==> config.mk <==
export PLATFORM = sky130hd
export DESIGN_NAME = digital_clock_keypad_set_top
export DESIGN_NICKNAME = d
export VERILOG_FILES = /design/src/dclk_pkg.sv /design/src/digital_clock_keypad_set_top.sv
export SDC_FILE = /design/constraint.sdc
export NUM_CORES = 1
export LEC_CHECK = 0
export BUFFER_PORTS_ARGS = -buffer_cell sky130_fd_sc_hd__buf_2
export CORE_UTILIZATION = 55
export DETAILED_ROUTE_END_ITERATION = 12
export GPL_TIMING_DRIVEN = 1
export MAX_ROUTING_LAYER = met4
export PLACE_DENSITY = 0.73
export SLEW_MARGIN = 40
export SYNTH_ARGS = -nofsm -noshare
export SYNTH_HDL_FRONTEND = slang
export SYNTH_SLANG_ARGS = --single-unit
export TNS_END_PERCENT = 30
==> constraint.sdc <==
create_clock -name i_clk -period 5.9 [get_ports i_clk]
set_clock_uncertainty 0.2 [all_clocks]
set_input_delay 0.885 -clock i_clk [delete_from_list [all_inputs] [get_ports i_clk]]
set_output_delay 0.885 -clock i_clk [all_outputs]
set_load 0.005 [all_outputs]
==> src/dclk_pkg.sv <==
package dclk_pkg;

    // display geometry and counter widths
    localparam int NUM_DIGITS = 6;
    localparam int TPS_W      = 16;
    localparam int POS_W      = 3;
    localparam int HOUR_W     = 5;
    localparam int MIN_W      = 6;
    localparam int SEC_W      = 6;
    localparam int SEG_W      = 7;

    // reset values
    localparam logic [TPS_W-1:0]  TPS_RESET  = 16'd900;
    localparam logic [HOUR_W-1:0] HOUR_RESET = 5'd23;
    localparam logic [MIN_W-1:0]  MIN_RESET  = 6'd59;
    localparam logic [SEC_W-1:0]  SEC_RESET  = 6'd50;

    // wrap limits
    localparam logic [HOUR_W-1:0] HOUR_LAST = 5'd23;
    localparam logic [MIN_W-1:0]  MIN_LAST  = 6'd59;
    localparam logic [SEC_W-1:0]  SEC_LAST  = 6'd59;

    // seven-segment font, bit 0 is segment a
    localparam logic [SEG_W-1:0] SEG_FONT [10] = '{
        7'h3F, 7'h06, 7'h5B, 7'h4F, 7'h66, 7'h6D, 7'h7D, 7'h07, 7'h7F, 7'h6F
    };
    localparam logic [SEG_W-1:0] SEG_ZERO = 7'h3F;

    // key codes, one per scan position
    typedef enum logic [POS_W-1:0] {
        KEY_ENTER  = 3'd0,
        KEY_ESCAPE = 3'd1,
        KEY_RIGHT  = 3'd2,
        KEY_UP     = 3'd3,
        KEY_DOWN   = 3'd4,
        KEY_LEFT   = 3'd5
    } t_key;

    // field under the edit cursor
    typedef enum logic [1:0] {
        FIELD_SEC  = 2'd0,
        FIELD_MIN  = 2'd1,
        FIELD_HOUR = 2'd2
    } t_field;

    // one result item
    typedef struct packed {
        logic [NUM_DIGITS-1:0] digit_select;
        logic [SEG_W-1:0]      segments;
        logic                  led;
        logic                  editing;
        logic [HOUR_W-1:0]     hours;
        logic [MIN_W-1:0]      minutes;
        logic [SEC_W-1:0]      seconds;
    } t_result;

    // tens digit of a value below 60
    function automatic logic [3:0] tens_of(input logic [5:0] v);
        logic [3:0] t;
        if (v >= 6'd50)      t = 4'd5;
        else if (v >= 6'd40) t = 4'd4;
        else if (v >= 6'd30) t = 4'd3;
        else if (v >= 6'd20) t = 4'd2;
        else if (v >= 6'd10) t = 4'd1;
        else                 t = 4'd0;
        return t;
    endfunction

    // units digit of a value below 60
    function automatic logic [3:0] units_of(input logic [5:0] v);
        logic [5:0] tens10;
        logic [5:0] u;
        tens10 = {2'b00, tens_of(v)} * 6'd10;
        u      = v - tens10;
        return u[3:0];
    endfunction

endpackage

==> src/digital_clock_keypad_set_top.sv <==
// Keypad-settable hh:mm:ss clock for a six-digit multiplexed seven-segment
// display. Every accepted input transfer is one scan tick: the scan moves to
// the next digit, the pattern for that digit, built from the time before this
// tick, is shown, the keypad return line is checked for the key at that position,
// and the time advances once ticks_per_second ticks make a second (not while
// editing). One tick is taken per clock cycle while o_in_ready is high; its
// result is registered in the output register, or in a skid entry holding one
// more result when the consumer stalls. The user must write ticks_per_second
// through the configuration port only while idle; the block does not enforce it.
module digital_clock_keypad_set_top (
    input  logic                            i_clk,
    input  logic                            i_rst_n,
    input  logic                            i_cfg_wr_en,
    input  logic [dclk_pkg::TPS_W-1:0]      i_cfg_wr_data,
    input  logic                            i_in_valid,
    output logic                            o_in_ready,
    input  logic                            i_key_line,
    output logic                            o_out_valid,
    input  logic                            i_out_ready,
    output logic [dclk_pkg::NUM_DIGITS-1:0] o_digit_select,
    output logic [dclk_pkg::SEG_W-1:0]      o_segments,
    output logic                            o_led,
    output logic                            o_editing,
    output logic [dclk_pkg::HOUR_W-1:0]     o_hours,
    output logic [dclk_pkg::MIN_W-1:0]      o_minutes,
    output logic [dclk_pkg::SEC_W-1:0]      o_seconds
);

    // clock state
    logic [dclk_pkg::TPS_W-1:0]  r_ticks_per_second;
    logic [dclk_pkg::TPS_W-1:0]  r_tick_count, n_tick_count;
    logic [dclk_pkg::POS_W-1:0]  r_scan_pos, n_scan_pos;
    logic [dclk_pkg::POS_W-1:0]  r_held_key, n_held_key;
    logic                        r_edit, n_edit;
    dclk_pkg::t_field            r_cursor, n_cursor;
    logic                        r_led, n_led;
    logic [dclk_pkg::HOUR_W-1:0] r_hour, n_hour;
    logic [dclk_pkg::MIN_W-1:0]  r_min, n_min;
    logic [dclk_pkg::SEC_W-1:0]  r_sec, n_sec;
    logic                        r_started;

    // output stages
    dclk_pkg::t_result r_out, r_skid, n_result;
    logic              r_out_valid, r_skid_valid;

    logic                        in_xfer;
    logic                        out_xfer;
    logic [dclk_pkg::TPS_W-1:0]  tick_inc;
    logic                        second_due;
    logic [dclk_pkg::HOUR_W-1:0] hour_k;
    logic [dclk_pkg::MIN_W-1:0]  min_k;
    logic [dclk_pkg::SEC_W-1:0]  sec_k;
    logic [3:0]                  shown_digit;
    logic [dclk_pkg::SEG_W-1:0]  shown;

    assign o_in_ready = !r_skid_valid;
    assign in_xfer    = i_in_valid && o_in_ready;
    assign out_xfer   = r_out_valid && i_out_ready;

    // scan position and tick counter
    always_comb begin
        n_scan_pos = (r_scan_pos >= dclk_pkg::POS_W'(dclk_pkg::NUM_DIGITS - 1))
                   ? '0 : r_scan_pos + 1'b1;
        tick_inc   = r_tick_count + 1'b1;
        second_due = (tick_inc >= r_ticks_per_second);
        n_tick_count = second_due ? tick_inc - r_ticks_per_second : tick_inc;
    end

    // pattern shown for the new position, built from the time before this tick
    always_comb begin
        case (n_scan_pos)
            3'd0:    shown_digit = dclk_pkg::units_of(r_sec);
            3'd1:    shown_digit = dclk_pkg::tens_of(r_sec);
            3'd2:    shown_digit = dclk_pkg::units_of(r_min);
            3'd3:    shown_digit = dclk_pkg::tens_of(r_min);
            3'd4:    shown_digit = dclk_pkg::units_of({1'b0, r_hour});
            3'd5:    shown_digit = dclk_pkg::tens_of({1'b0, r_hour});
            default: shown_digit = '0;
        endcase
        shown = r_started ? dclk_pkg::SEG_FONT[shown_digit] : dclk_pkg::SEG_ZERO;
    end

    // key press and release, then key action
    always_comb begin
        n_held_key = r_held_key;
        n_edit     = r_edit;
        n_cursor   = r_cursor;
        n_led      = r_led;
        hour_k     = r_hour;
        min_k      = r_min;
        sec_k      = r_sec;
        if (r_held_key == n_scan_pos + 1'b1 && !i_key_line) begin
            n_held_key = '0;
        end else if (r_held_key == '0 && i_key_line) begin
            n_held_key = n_scan_pos + 1'b1;
            case (dclk_pkg::t_key'(n_scan_pos))
                dclk_pkg::KEY_ENTER: begin
                    n_led  = 1'b1;
                    n_edit = 1'b0;
                end
                dclk_pkg::KEY_ESCAPE: begin
                    n_led    = !r_led;
                    n_edit   = 1'b1;
                    n_cursor = dclk_pkg::FIELD_SEC;
                end
                dclk_pkg::KEY_RIGHT: begin
                    if (r_edit) begin
                        n_led = !r_led;
                        case (r_cursor)
                            dclk_pkg::FIELD_SEC: n_cursor = dclk_pkg::FIELD_SEC;
                            dclk_pkg::FIELD_MIN: n_cursor = dclk_pkg::FIELD_SEC;
                            default:             n_cursor = dclk_pkg::FIELD_MIN;
                        endcase
                    end
                end
                dclk_pkg::KEY_LEFT: begin
                    if (r_edit) begin
                        n_led = !r_led;
                        case (r_cursor)
                            dclk_pkg::FIELD_SEC: n_cursor = dclk_pkg::FIELD_MIN;
                            dclk_pkg::FIELD_MIN: n_cursor = dclk_pkg::FIELD_HOUR;
                            default:             n_cursor = r_cursor;
                        endcase
                    end
                end
                dclk_pkg::KEY_UP: begin
                    if (r_edit) begin
                        n_led = !r_led;
                        case (r_cursor)
                            dclk_pkg::FIELD_SEC:
                                sec_k = (r_sec >= dclk_pkg::SEC_LAST) ? '0 : r_sec + 1'b1;
                            dclk_pkg::FIELD_MIN:
                                min_k = (r_min >= dclk_pkg::MIN_LAST) ? '0 : r_min + 1'b1;
                            default:
                                hour_k = (r_hour >= dclk_pkg::HOUR_LAST) ? '0 : r_hour + 1'b1;
                        endcase
                    end
                end
                dclk_pkg::KEY_DOWN: begin
                    if (r_edit) begin
                        n_led = !r_led;
                        case (r_cursor)
                            dclk_pkg::FIELD_SEC:
                                sec_k = (r_sec == '0) ? dclk_pkg::SEC_LAST : r_sec - 1'b1;
                            dclk_pkg::FIELD_MIN:
                                min_k = (r_min == '0) ? dclk_pkg::MIN_LAST : r_min - 1'b1;
                            default:
                                hour_k = (r_hour == '0) ? dclk_pkg::HOUR_LAST : r_hour - 1'b1;
                        endcase
                    end
                end
                default: ;
            endcase
        end
    end

    // time advance with carry, frozen while editing
    always_comb begin
        n_hour = hour_k;
        n_min  = min_k;
        n_sec  = sec_k;
        if (second_due && !n_edit) begin
            if (sec_k >= dclk_pkg::SEC_LAST) begin
                n_sec = '0;
                if (min_k >= dclk_pkg::MIN_LAST) begin
                    n_min  = '0;
                    n_hour = (hour_k >= dclk_pkg::HOUR_LAST) ? '0 : hour_k + 1'b1;
                end else begin
                    n_min = min_k + 1'b1;
                end
            end else begin
                n_sec = sec_k + 1'b1;
            end
        end
    end

    // result of this tick
    always_comb begin
        n_result.digit_select = dclk_pkg::NUM_DIGITS'(1) << n_scan_pos;
        n_result.segments     = shown;
        n_result.led          = n_led;
        n_result.editing      = n_edit;
        n_result.hours        = n_hour;
        n_result.minutes      = n_min;
        n_result.seconds      = n_sec;
    end

    // configuration register
    always_ff @(posedge i_clk) begin
        if (!i_rst_n) begin
            r_ticks_per_second <= dclk_pkg::TPS_RESET;
        end else if (i_cfg_wr_en) begin
            r_ticks_per_second <= i_cfg_wr_data;
        end
    end

    // clock state update on each input transfer
    always_ff @(posedge i_clk) begin
        if (!i_rst_n) begin
            r_tick_count <= '0;
            r_scan_pos   <= '0;
            r_held_key   <= '0;
            r_edit       <= 1'b0;
            r_cursor     <= dclk_pkg::FIELD_SEC;
            r_led        <= 1'b1;
            r_hour       <= dclk_pkg::HOUR_RESET;
            r_min        <= dclk_pkg::MIN_RESET;
            r_sec        <= dclk_pkg::SEC_RESET;
            r_started    <= 1'b0;
        end else if (in_xfer) begin
            r_tick_count <= n_tick_count;
            r_scan_pos   <= n_scan_pos;
            r_held_key   <= n_held_key;
            r_edit       <= n_edit;
            r_cursor     <= n_cursor;
            r_led        <= n_led;
            r_hour       <= n_hour;
            r_min        <= n_min;
            r_sec        <= n_sec;
            r_started    <= 1'b1;
        end
    end

    // output register with one skid entry behind it
    always_ff @(posedge i_clk) begin
        if (!i_rst_n) begin
            r_out_valid  <= 1'b0;
            r_skid_valid <= 1'b0;
        end else if (r_skid_valid) begin
            if (out_xfer) begin
                r_skid_valid <= 1'b0;
            end
        end else if (in_xfer) begin
            if (!r_out_valid || out_xfer) begin
                r_out_valid <= 1'b1;
            end else begin
                r_skid_valid <= 1'b1;
            end
        end else if (out_xfer) begin
            r_out_valid <= 1'b0;
        end
    end

    // output payload
    always_ff @(posedge i_clk) begin
        if (r_skid_valid) begin
            if (out_xfer) begin
                r_out <= r_skid;
            end
        end else if (in_xfer) begin
            if (!r_out_valid || out_xfer) begin
                r_out <= n_result;
            end else begin
                r_skid <= n_result;
            end
        end
    end

    assign o_out_valid    = r_out_valid;
    assign o_digit_select = r_out.digit_select;
    assign o_segments     = r_out.segments;
    assign o_led          = r_out.led;
    assign o_editing      = r_out.editing;
    assign o_hours        = r_out.hours;
    assign o_minutes      = r_out.minutes;
    assign o_seconds      = r_out.seconds;

    // skid entry only ever sits behind a full output register
    a_skid_behind_out: assert property (@(posedge i_clk) disable iff (!i_rst_n)
        r_skid_valid |-> r_out_valid)
        else $error("skid entry valid with empty output register");

    // a transfer into a full, stalled output lands in the skid entry
    a_skid_fill: assert property (@(posedge i_clk) disable iff (!i_rst_n)
        (in_xfer && r_out_valid && !i_out_ready) |=> r_skid_valid)
        else $error("result lost on stalled output");

    // time stays in range
    a_time_range: assert property (@(posedge i_clk) disable iff (!i_rst_n)
        (r_hour <= dclk_pkg::HOUR_LAST) && (r_min <= dclk_pkg::MIN_LAST)
        && (r_sec <= dclk_pkg::SEC_LAST))
        else $error("time counter out of range");

    // scan stays on a real digit and the shown digit is one-hot
    a_scan_onehot: assert property (@(posedge i_clk) disable iff (!i_rst_n)
        o_out_valid |-> ($onehot(o_digit_select)
            && r_scan_pos < dclk_pkg::POS_W'(dclk_pkg::NUM_DIGITS)))
        else $error("scan position out of range");

    // time holds still while editing without a key change
    a_edit_freeze: assert property (@(posedge i_clk) disable iff (!i_rst_n)
        (in_xfer && r_edit && n_edit && r_held_key != '0) |=>
            (r_hour == $past(r_hour) && r_min == $past(r_min) && r_sec == $past(r_sec)))
        else $error("time advanced while editing");

endmodule
==> metrics.yaml, run 1 <==
multi_input_area_mm2: 0.005341
max_slew_margin: 0.4348
timing.fmax_ghz: 0.1854
netlist.area_leader.share: 0.2144
period_needed_ns: 5.393
crit_path_max_fanout: 11
post_cts_buffers: 0
slowest_stage: "a311oi_2"
syn-num-nets: 1098
rrSetupSlack_ns: 0.51
total_power_w: 0.003361
ctsLongestPathBuffers: 2
cp.required_ns: 5.88
vdd_drop_max_v: 0.0002125
ios: 56
cts-hold-fix-buffers: 0
status: "completed"
switchingPower_w: 0.001288
combPwrFrac: 0.359
pwr-share-clk: 0.303
cts_tree: "built"
ant_nets: 0
cp_top_family: "compound AO/OA/AOI/OAI gates"
ys_warn_count: 0
cts_root_buf: "clkbuf_16"
cp.buffers_inverters: 3
p_per_area_mw_per_mm2: 338.0
first_global_vias: 7322
antenna_found_initial: 0
grt_pass1_wl_um: 36690
p_leak_nw: 3.783
path_class: "reg2reg"
synth_top_cell_by_area: "edfxtp_1"
final_cells: 1281
grt_max_degree: 51
drv_slew: 0
post_synth_num_cell_types: 101
dr.pass1.iters: 5
area_delta_synth_final_pct: 10.95
grt_overflow: 0
clk_pin_slew_worst_paths_ns: 0.06
dieWidth_um: 129.7
port_buffers: 55
clkSinkCount: 126
initial_core_util: 0.5642
final.fill_count: 1388
rsz0062_at_grt: "no"
wire_per_inst_um: 17.40
period_share: 0.9141
synth_area_per_cell_um2: 8.718
clk_latency_ns: 0.43
worstSetupEndpointType: "flop"
via_per_inst: 6.126
routed_wl_um: 22290
tightest_slew_ns: 0.8462
syn_area_mm2: 0.008962
final_hold_viol_count: 0
synth.area.top_cells: "edfxtp_1, dfxtp_1, ha_1, nand2_1, nor2_1"
switching_share: 0.3832
cp-start-kind: "flop"
dpl.cell_count: 1249
synth-seq-cells: 126
antenna_cells: 0
synthFlopType: "edfxtp_1"
grt.total_usage: 0.2890
drive_above_1_share: 0.1531
finalSetupTns_ns: 0
dp_hpwl_um: 16070
cts_max_level: 4
seq_area_mm2: 0.003166
vias: 7847
seqPwrFrac: 0.338
die_h_um: 129.7
synth_most_common_cell: "nand2_1"
nets: 1122
cts_made_buffers: 17
setup_viol: 0
synth_commonest_cells: "nand2_1, nor2_1, o21ai_0"
place.gp.congestion: 0.9498
fp-row-count: 46
post_cts_resized: 0
timing.hold.ws_ns: 0.2935
async_flop_share: 0
core-area_mm2: 0.01589
drc: 0
critPathMaxStageDelay_ns: 0.56
maxCapViolations: 0
worstPathArrival_ns: 5.37
ys_seq_area_frac: 0.3529
synth_edf_count: 64
min_path_type: "reg2reg"
synth_cells: 1028
drtIter0Drc: 649
crit_chain: "inv_1, ha_1, or3_1, a21oi_1, inv_1, ha_1, and3b_1, a311oi_2, nor2_1, o22ai_1, ha_1, inv_1, a2111oi_4, and4_4, mux2_4, mux2_2"
die-area_mm2: 0.01681
p_int_w: 0.002073
==> registers in the layout, indices dropped and copies added, names as in the netlist, 2 cells and up <==
name / count
r_skid: 32
o_digit_select: 6
o_minutes: 6
r_sec: 6
r_tick_count: 16
r_cursor: 2
r_ticks_per_second: 16
o_segments: 7
r_min: 6
o_hours: 5
r_held_key: 3
r_scan_pos: 3
r_hour: 5
o_seconds: 6
==> path summary, 6_finish.rpt <==
check,start,cells after the start,end
hold reg to reg,r_ticks_per_second[9],2,r_ticks_per_second[9]
setup / recovery,r_scan_pos[1],16,o_hours[0]
setup reg to reg,r_scan_pos[1],16,o_hours[0]
hold / removal,r_ticks_per_second[9],2,r_ticks_per_second[9]
==> metrics by stage <==
step,instance area [um2],util,setup slack [ns]
floorplan,8962,-,1.191
global placement,9353,0.5888,0.6658
detailed placement,9369,0.5898,0.5247
finish,9943,0.6259,0.5066
global route,9943,0.6259,0.1461
CTS,9941,0.6258,0.4986
==> cells by family (layout without fill, tap and decap cells) <==
group | after synthesis | count (layout) | synth area share
AND/OR/NAND/NOR | 365 | 365 | 0.2040
buffers and inverters | 123 | 160 | 0.05333
AO/OA/AOI/OAI | 285 | 285 | 0.2285
multiplexers | 46 | 46 | 0.05626
adder cells (fa/ha/maj) | 51 | 51 | 0.07371
flip-flops | 126 | 126 | 0.3529
XOR/XNOR | 32 | 32 | 0.03127
==> metal layers <==
| metal | vias to the layer above | part of all wire | wire [um] | track usage |
|---|---|---|---|---|
| met2 | 221 | 0.51 | 11270 | 0.5036 |
| met3 | 49 | 0.047 | 1049 | 0.04211 |
| met5 | - | 0 | 0 | - |
| met4 | 0 | 0.027 | 611 | 0.1170 |
| met1 | 3716 | 0.42 | 9360 | 0.3324 |
| li1 | 3861 | - | - | - |
==> worst reg2reg max path, stage by stage (launching register included) <==
cell and delay [ns]:
dfxtp_1 0.46, inv_1 0.08, ha_1 0.25, or3_1 0.32
a21oi_1 0.29, inv_1 0.11, ha_1 0.33, and3b_1 0.27
a311oi_2 0.56, nor2_1 0.15, o22ai_1 0.32, ha_1 0.24
inv_1 0.09, a2111oi_4 0.50, and4_4 0.38, mux2_4 0.34
mux2_2 0.27
==> placed cells by master (no fill, tap or decap), types with 7 or more instances in the layout <==
cell type / n
edfxtp_1: 64
a31oi_1: 10
or3_1: 16
inv_1: 60
nand2_1: 103
a21oi_1: 46
and2_1: 7
mux2_2: 23
mux2i_1: 20
o211ai_1: 14
and3_1: 8
o22ai_1: 13
buf_2: 55
nor3_1: 24
o21ai_0: 65
xor2_1: 13
dfxtp_1: 60
nor2_1: 92
a211oi_1: 15
o21a_1: 7
clkbuf_16: 17
a21o_1: 7
ha_1: 44
nand3_1: 36
xnor2_1: 19
nand4_1: 11
nor2b_1: 10
buf_4: 9
o2111ai_1: 7
nor4_1: 7
nand2b_1: 12
==> power by group through the flow <==
stage / Sequential [W] / Clock (W) / Combinational [W]
floorplan: 0.00111 / 0 / 0.000937
global placement: 0.00115 / 0 / 0.00117
detailed placement: 0.00115 / 0 / 0.00119
CTS: 0.00114 / 0.00103 / 0.00120
global route: 0.00115 / 0.00107 / 0.00135
finish: 0.00114 / 0.00102 / 0.00121
==> area by class of cell <==
type	count	share of cell area
Clock inverter	15	0.01472
Clock buffer	17	0.04278
Timing Repair Buffer	65	0.03599
Sequential cell	126	0.3184
Inverter	63	0.02378
Tap cell	216	0.02718
Multi-Input combinational cell	779	0.5372
No activity file was read; power rests on OpenSTA's default activity.
==> run 2, diff against run 1 <==
--- a/config.mk
+++ b/config.mk
@@ -8,7 +8,6 @@
 export BUFFER_PORTS_ARGS = -buffer_cell sky130_fd_sc_hd__buf_2
 export CORE_UTILIZATION = 55
 export DETAILED_ROUTE_END_ITERATION = 12
-export GPL_TIMING_DRIVEN = 1
 export MAX_ROUTING_LAYER = met4
 export PLACE_DENSITY = 0.73
 export SLEW_MARGIN = 40
==> constraint.sdc (replaced) <==
create_clock -name i_clk -period 6.1 [get_ports i_clk]
set_clock_uncertainty 0.2 [all_clocks]
set_input_delay 0.915 -clock i_clk [delete_from_list [all_inputs] [get_ports i_clk]]
set_output_delay 0.915 -clock i_clk [all_outputs]
set_load 0.005 [all_outputs]
==> run 2 against run 1 <==
Compared with the run above: critical path depth did not move; non-clock buffer count fell by 1; first-iteration DRC count fell by 3.4%; global-route usage rose by 0.14 points; die area did not move; combinational power barely moved; worst setup slack improved by 0.14 ns; count of clock-buffer cells in the layout rose by 1; sequential cell count did not move; register-to-register slack improved by 0.14 ns.
==> metrics.yaml, run 2 (synthesized netlist as in run 1, its figures left out) <==
die_h_um: 129.7  # unchanged
cp.required_ns: 6.07  # +0.19 ns
worstSetupEndpointType: "flop"
vdd_drop_max_v: 0.0002428  # +14%
place.gp.congestion: 0.9423  # -0.79%
routed_wl_um: 22370  # +0.35%
critPathMaxStageDelay_ns: 0.59  # +0.03 ns
slowest_stage: "a311oi_2"
cts_tree: "built"
seqPwrFrac: 0.333  # -0.005
mostFrequentLayoutCell: "nand2_1"
min_path_type: "reg2reg"
cts_root_buf: "clkbuf_16"
grt_pass1_wl_um: 36790  # +0.28%
via_per_inst: 6.226  # +1.6%
drv_slew: 0  # unchanged
cp-start-kind: "flop"
p_leak_nw: 3.787  # about the same
clk_latency_ns: 0.42  # about the same
first_global_vias: 7373  # +0.70%
combPwrFrac: 0.357  # -0.002
pwr-share-clk: 0.311  # +0.008
nets: 1121  # -0.089%
final_hold_viol_count: 0  # unchanged
path_class: "reg2reg"
worstPathArrival_ns: 5.42  # +0.05 ns
ant_nets: 0  # unchanged
maxCapViolations: 0  # unchanged
cp_top_family: "compound AO/OA/AOI/OAI gates"
vias: 7969  # +1.6%
switchingPower_w: 0.001224  # -5.0%
wire_per_inst_um: 17.47  # +0.42%
cts_made_buffers: 17  # unchanged
total_power_w: 0.003294  # -2.0%
dieWidth_um: 129.7  # unchanged
clkSinkCount: 126  # unchanged
antenna_found_initial: 0  # unchanged
post_cts_resized: 0  # unchanged
grt_overflow: 0  # unchanged
period_needed_ns: 5.453  # +0.05977 ns
p_int_w: 0.002071  # -0.12%
grt.total_usage: 0.2904  # +0.001436
grt_max_degree: 44  # -14%
die-area_mm2: 0.01681  # unchanged
period_share: 0.8940  # -0.02017
cp.buffers_inverters: 3  # unchanged
dr.pass1.iters: 5  # unchanged
crit_chain: "inv_1, ha_1, or3_1, a21oi_1, inv_1, ha_1, and3b_1, a311oi_2, nor2_1, o22ai_1, ha_1, inv_1, a2111oi_4, and4_4, mux2_4, mux2_2"
dp_hpwl_um: 15810  # -1.6%
largestRegisters: "r_skid (32), r_tick_count (16), r_ticks_per_second (16)"
layout_common_cells: "nand2_1, nor2_1, o21ai_0, edfxtp_1, dfxtp_1"
drive_above_1_share: 0.1494  # -0.003616
rrSetupSlack_ns: 0.65  # +0.14 ns
regMostFlops: "r_skid"
drc: 0  # unchanged
initial_core_util: 0.5642  # unchanged
crit_path_max_fanout: 11  # unchanged
post_cts_buffers: 0  # unchanged
max_slew_margin: 0.4346  # about the same
p_per_area_mw_per_mm2: 331.1  # -2.0%
clk_pin_slew_worst_paths_ns: 0.06  # about the same
ctsLongestPathBuffers: 2  # unchanged
switching_share: 0.3715  # -0.01178
port_buffers: 55  # unchanged
setup_viol: 0  # unchanged
cts_max_level: 4  # unchanged
status: "completed"
core-area_mm2: 0.01589  # unchanged
finalSetupTns_ns: 0  # unchanged
rsz0062_at_grt: "no"
ios: 56  # unchanged
tightest_slew_ns: 0.8416  # -0.004637 ns
fp-row-count: 46  # unchanged
drtIter0Drc: 627  # -3.4%
largest_reg_flops: 32  # unchanged
cts-hold-fix-buffers: 0  # unchanged
area_delta_synth_final_pct: 11.00  # about the same
antenna_cells: 0  # unchanged
timing.fmax_ghz: 0.1834  # -1.1%
[run 2: cell types whose count changed in the layout (fill, tap and decap cells not counted)]
cell | before | now
inv_6 | 4 | 6
dfxtp_2 | 2 | 1
bufinv_16 | 0 | 2
clkbuf_1 | 0 | 1
dfxtp_1 | 60 | 61
clkinv_2 | 0 | 1
buf_4 | 9 | 8
clkinv_4 | 1 | 2
inv_8 | 5 | 0
clkinvlp_4 | 4 | 3
and2_1 | 7 | 8
clkinv_8 | 1 | 0
and2_2 | 1 | 0
[run 2: metrics by stage]
step	util	hold WS, ns	setup slack, ns	area, um2	cells
floorplan	-	0.2604	1.391	8962	1028
global placement	0.5883	0.2726	0.8883	9345	1247
detailed placement	0.5892	0.2805	0.7326	9360	1248
CTS	0.6262	0.2950	0.6862	9947	1280
global route	0.6263	0.3120	0.2231	9948	1280
finish	0.6263	0.2898	0.6468	9948	1280
[run 2: worst reg2reg max path: stages (launching register included)]
cell       delay [ns]
dfxtp_1          0.47
inv_1            0.07
ha_1             0.25
or3_1            0.32
a21oi_1          0.32
inv_1            0.11
ha_1             0.33
and3b_1          0.27
a311oi_2         0.59
nor2_1           0.15
o22ai_1          0.30
ha_1             0.24
inv_1            0.10
a2111oi_4        0.51
and4_4           0.38
mux2_4           0.33
mux2_2           0.28
[run 2: final timing paths]
check | start | endpoint | cells after the start
setup / recovery | r_scan_pos[1] | o_hours[0] | 16
hold / removal | r_ticks_per_second[12] | r_ticks_per_second[12] | 2
setup reg to reg | r_scan_pos[1] | o_hours[0] | 16
hold reg to reg | r_ticks_per_second[12] | r_ticks_per_second[12] | 2
[run 2: area by class of cell]
type                       instances  area [um2]
timing repair buffer              64       350.3
clock buffer                      18       429.2
clock inverter                    14       157.7
tap                              216       270.3
multi-input combinational        779        5340
inverter                          63       236.5
fill                            1376        5937
sequential                       126        3164
[run 2: power groups by stage]
| stage | clock network (W) | logic (W) | registers, W |
|---|---|---|---|
| global route | 0.00108 | 0.00131 | 0.00111 |
| finish | 0.00102 | 0.00118 | 0.00110 |
| CTS | 0.00104 | 0.00116 | 0.00109 |
| global placement | 0 | 0.00114 | 0.00111 |
| detailed placement | 0 | 0.00115 | 0.00111 |
| floorplan | 0 | 0.000906 | 0.00107 |
[run 2: routing by layer]
layer | wire [um] | GRT usage | vias to the layer above
met1 | 9413 | 0.3358 | 3750
met3 | 1274 | 0.05367 | 63
met2 | 10950 | 0.4920 | 299
li1 | - | - | 3857
met4 | 725 | 0.1245 | 0
met5 | 0 | - | -
